### config.mk
export PLATFORM = sky130hd
export DESIGN_NAME = ab_bump
export DESIGN_NICKNAME = d
export VERILOG_FILES = /design/src/hdl/ab_pkg.sv /design/src/hdl/ab_bump.sv
export SDC_FILE = /design/constraint.sdc
export NUM_CORES = 1
export LEC_CHECK = 0
export BUFFER_PORTS_ARGS = -buffer_cell sky130_fd_sc_hd__buf_4
export CAP_MARGIN = 20
export CORE_MARGIN = 3
export CORE_UTILIZATION = 40
export DETAILED_ROUTE_END_ITERATION = 10
export PLACE_DENSITY = 0.69
export SETUP_SLACK_MARGIN = 0.15
export SYNTH_ARGS = -nofsm -noshare
export SYNTH_HDL_FRONTEND = slang
export SYNTH_SLANG_ARGS = --single-unit
### constraint.sdc
create_clock -name vclk -period 7.77
set_input_delay 0.3885 -clock vclk [all_inputs]
set_output_delay 0.3885 -clock vclk [all_outputs]
set_load 0.005 [all_outputs]
### src/hdl/ab_pkg.sv
package ab_pkg;

  // Arena geometry
  localparam int unsigned BUCKET_BYTES = 4096;
  localparam int unsigned BUCKET_COUNT = 64;
  localparam int unsigned HEADER_BYTES = 24;
  localparam int unsigned MAX_BLOCKS   = 256;

  // Field widths
  localparam int unsigned KIND_W = 2;
  localparam int unsigned SIZE_W = 12;
  localparam int unsigned ADDR_W = 18;
  localparam int unsigned STAT_W = 3;

  // Derived widths
  localparam int unsigned IDX_W  = $clog2(MAX_BLOCKS);
  localparam int unsigned CNT_W  = $clog2(MAX_BLOCKS + 1);
  localparam int unsigned BKT_W  = $clog2(BUCKET_COUNT + 1);
  localparam int unsigned OFF_W  = $clog2(BUCKET_BYTES);
  localparam int unsigned NEED_W = $clog2(HEADER_BYTES + (1 << SIZE_W) + 8);
  localparam int unsigned SUM_W  = $clog2(BUCKET_BYTES + HEADER_BYTES + (1 << SIZE_W) + 8);
  localparam int unsigned PROD_W = BKT_W + $clog2(BUCKET_BYTES + 1) + 1;

  typedef enum logic [KIND_W-1:0] {
    KIND_ALLOC  = 2'd0,
    KIND_FREE   = 2'd1,
    KIND_RESIZE = 2'd2
  } kind_e;

  typedef enum logic [STAT_W-1:0] {
    ST_OK        = 3'd0,
    ST_NULL      = 3'd1,
    ST_EXHAUSTED = 3'd2,
    ST_UNKNOWN   = 3'd3,
    ST_FULL      = 3'd4
  } status_e;

  // One block table entry
  typedef struct packed {
    logic [ADDR_W-1:0] offset;
    logic [SIZE_W-1:0] size;
    logic              free;
  } entry_t;

  // Outcome of a bump placement
  typedef struct packed {
    status_e           status;
    logic [ADDR_W-1:0] offset;
    logic [BKT_W-1:0]  bucket;
    logic [OFF_W-1:0]  bump;
  } bump_t;

  // Data address sits right after the header, wrapping in the address space
  function automatic logic [ADDR_W-1:0] data_addr(input logic [ADDR_W-1:0] off);
    return off + ADDR_W'(HEADER_BYTES);
  endfunction

endpackage

### src/hdl/ab_bump.sv
module ab_bump (
  input  logic [ab_pkg::SIZE_W-1:0] size_i,
  input  logic [ab_pkg::CNT_W-1:0]  count_i,
  input  logic [ab_pkg::BKT_W-1:0]  bucket_i,
  input  logic [ab_pkg::OFF_W-1:0]  bump_i,
  output ab_pkg::bump_t             bump_o
);

  logic [ab_pkg::NEED_W-1:0] need_sum;
  logic [ab_pkg::NEED_W-1:0] need;
  logic                      overrun;
  logic [ab_pkg::BKT_W:0]    bkt_inc;
  logic [ab_pkg::BKT_W-1:0]  bkt;
  logic [ab_pkg::OFF_W-1:0]  off;
  logic [ab_pkg::PROD_W-1:0] base;
  logic [ab_pkg::SUM_W-1:0]  off_next;
  logic                      wrap;

  // Header plus data, rounded up to 8 bytes
  assign need_sum = ab_pkg::NEED_W'(ab_pkg::HEADER_BYTES) + ab_pkg::NEED_W'(size_i)
                  + ab_pkg::NEED_W'(7);
  assign need     = {need_sum[ab_pkg::NEED_W-1:3], 3'b000};

  // Block that would cross the bucket end starts the next bucket
  assign overrun = (ab_pkg::SUM_W'(bump_i) + ab_pkg::SUM_W'(need))
                 > ab_pkg::SUM_W'(ab_pkg::BUCKET_BYTES);
  assign bkt_inc = {1'b0, bucket_i} + (ab_pkg::BKT_W + 1)'(1);
  assign bkt     = overrun ? bkt_inc[ab_pkg::BKT_W-1:0] : bucket_i;
  assign off     = overrun ? '0 : bump_i;

  // Header address of the new block
  assign base = ab_pkg::PROD_W'(bkt) * ab_pkg::PROD_W'(ab_pkg::BUCKET_BYTES)
              + ab_pkg::PROD_W'(off);

  // Advance; a nearly full bucket is left behind
  assign off_next = ab_pkg::SUM_W'(off) + ab_pkg::SUM_W'(need);
  assign wrap     = off_next >= ab_pkg::SUM_W'(ab_pkg::BUCKET_BYTES - 1);

  always_comb begin
    bump_o.offset = ab_pkg::ADDR_W'(base);
    bump_o.bucket = wrap ? bkt + ab_pkg::BKT_W'(1) : bkt;
    bump_o.bump   = wrap ? '0 : off_next[ab_pkg::OFF_W-1:0];
    if (ab_pkg::SUM_W'(need) > ab_pkg::SUM_W'(ab_pkg::BUCKET_BYTES)) begin
      bump_o.status = ab_pkg::ST_FULL;
    end else if (count_i >= ab_pkg::CNT_W'(ab_pkg::MAX_BLOCKS)) begin
      bump_o.status = ab_pkg::ST_FULL;
    end else if (bucket_i >= ab_pkg::BKT_W'(ab_pkg::BUCKET_COUNT)) begin
      bump_o.status = ab_pkg::ST_EXHAUSTED;
    end else if (overrun && (bkt_inc >= (ab_pkg::BKT_W + 1)'(ab_pkg::BUCKET_COUNT))) begin
      bump_o.status = ab_pkg::ST_EXHAUSTED;
    end else begin
      bump_o.status = ab_pkg::ST_OK;
    end
  end

endmodule

==> metrics <==
area leader, netlist ha_1; post-CTS sizing 0; f_max 0.1476 GHz; Post-Synthesis Net Count 309; unrepaired setup endpoints after global routing no; Hold WC Path Type in2out; Max-Cap Viols 0; Layout Utilization 54.51%; row cnt 24; Initial Utilization 41.87%; Critical Path RT 7.38 ns; Synth warnings 0; Cells after Synth 244; num ports 80; adder-cell share of the synthesized area 17.86%; crit path capture type primary output; status complete, no violations; layout clock buffer count 0; cts hold-fix bufs 0; peak supply drop 0.00003279 V; Slew Viols, Final 0; number of library cell types mapped by synthesis 62; nets@finish 375; most common library cells after synthesis ha_1 (23), nand2_1 (22), nor2_1 (22); worst slew pin tran 0.5939 ns; Max stage delay on crit path 0.59 ns; drt total wl 5.357 mm; mux cell area share after synthesis 2.386%; Mapped Area 1836 um^2; CP Data Arrival Time 6.39 ns; final setup fails 0; Avg Cell Area, Syn 7.523 um^2; vias in the first global route 1721; most common cell in the netlist ha_1; Setup TNS 0 ns; Worst slew margin 60.17%; via count 2031; core area 4384 um^2; die width 73.74 um; Iteration-0 DRC Markers 78; Final min period 6.776 ns; fill cell count 437; number of vias per cell 5.642; crit path kind in2out; post-synthesis compound-gate area fraction 27.47%; largest family of logic cells by synthesized area simple AND/OR/NAND/NOR gates; setup bufs post-CTS 0; layout sequential cell count 0; initial antenna violation count 0; Final HPWL DP 4.756 mm; Antenna Diode Count 0; First-pass DRT Iterations 4; largest net degree at the start of global routing 14; Die Y 73.74 um; element type at the critical path start input port; largest cells by area after synthesis ha_1 (16%), xnor2_1 (6.7%), nand2_1 (4.5%); DRT antenna net count 0; Min Hold Slack 1.075 ns; Total Die Area 5438 um^2; Leakage Power 0.001141 uW; gr usage total 18.18%; peak fanout along the critical path 13; fraction of layout cells with a size suffix above 1 33.12%; Simple-Gate Fraction of Synth Area 34.36%; post-synthesis sequential area ratio 0%; FF/Latch Area 0 um^2; input/output buffers 71; WL/cell 14.88 um; gr ovfl total 0; CP max-delay cell or4_1; post-synthesis xor/xnor area fraction 12.27%; multi-input logic area 1735 um^2; Power Density 111.1 nW/um^2; first-pass GRT wire length 8.169 mm; Layout area overhead 30.20%; top-area cell type share of the netlist area 15.68%; Hold Fails Final Rpt 0; RePlAce Congestion 0.9092; Final Cycle Share 87.21%; Post-route DRC 0
## metal layers
layer  up-vias  track usage [%]  part of all wire (%)
met2        36            31.89                    48
met5         -                0                     0
met1       945            26.27                    48
li1       1050                -                     -
met4         0                0                     0
met3         0           0.2736                   3.9
## per-stage QoR
| step | std cells | area [um^2] | power (uW) | worst slack, ns |
|---|---|---|---|---|
| CTS | 360 | 2390 | 266.5 | 0.9566 |
| floorplan | 244 | 1836 | 167.3 | 1.792 |
| global placement | 360 | 2390 | 262.4 | 1.012 |
| global route | 360 | 2390 | 293.4 | 0.6366 |
| finish | 360 | 2390 | 265.5 | 0.9940 |
| detailed placement | 360 | 2390 | 265.4 | 0.9688 |
## power by group
| group | internal, uW | switching, uW | total [uW] |
|---|---|---|---|
| Sequential | 0 | 0 | 0 |
| Clock | 0 | 0 | 0 |
| Combinational | 129 | 137 | 265 |
| Total | 129 | 137 | 265 |
## worst max-delay path, delay by kind of cell
family	cells	cell delay [ns]
simple gates	9	2.52
compound gates	9	1.76
fa+ha+maj	3	1.06
buf+inv	3	0.44
xor+xnor	1	0.19
## final timing paths
kind,endpoint,startpoint,cells after the start
setup / recovery,bump_o[18],size_i[2],25
hold / removal,bump_o[39],count_i[8],3
## area by class of cell
cell class	count	area share [%]
multi-input combinational	224	72.62
timing repair buffer	73	22.93
tap	52	2.723
inverter	11	1.728
## cell families after synthesis
kind of cell / Yosys count
other: 1
AOI/OAI and AO/OA: 65
xor gates and xnor gates: 24
and+or+nand+nor: 106
muxes: 3
adders and majority gates: 25
buffers and inverters: 20
## cell usage in the layout (no fill, tap or decap), types with 3 or more instances in the layout
| cell type | instances |
|---|---|
| o21a_1 | 3 |
| buf_4 | 73 |
| a211o_1 | 4 |
| or2_2 | 3 |
| nor2_1 | 22 |
| nand4_1 | 3 |
| a211oi_1 | 3 |
| nor4_4 | 3 |
| o2111ai_1 | 4 |
| xnor2_1 | 14 |
| and3_1 | 12 |
| xor2_1 | 8 |
| a21oi_1 | 16 |
| nor3_1 | 7 |
| ha_1 | 23 |
| and3_2 | 3 |
| o21ai_0 | 7 |
| inv_1 | 11 |
| o211ai_1 | 4 |
| a21o_1 | 7 |
| nand3_1 | 11 |
| o2111a_1 | 3 |
| nand2b_1 | 3 |
| nand2_1 | 22 |
(Power assumes the default switching activity.)
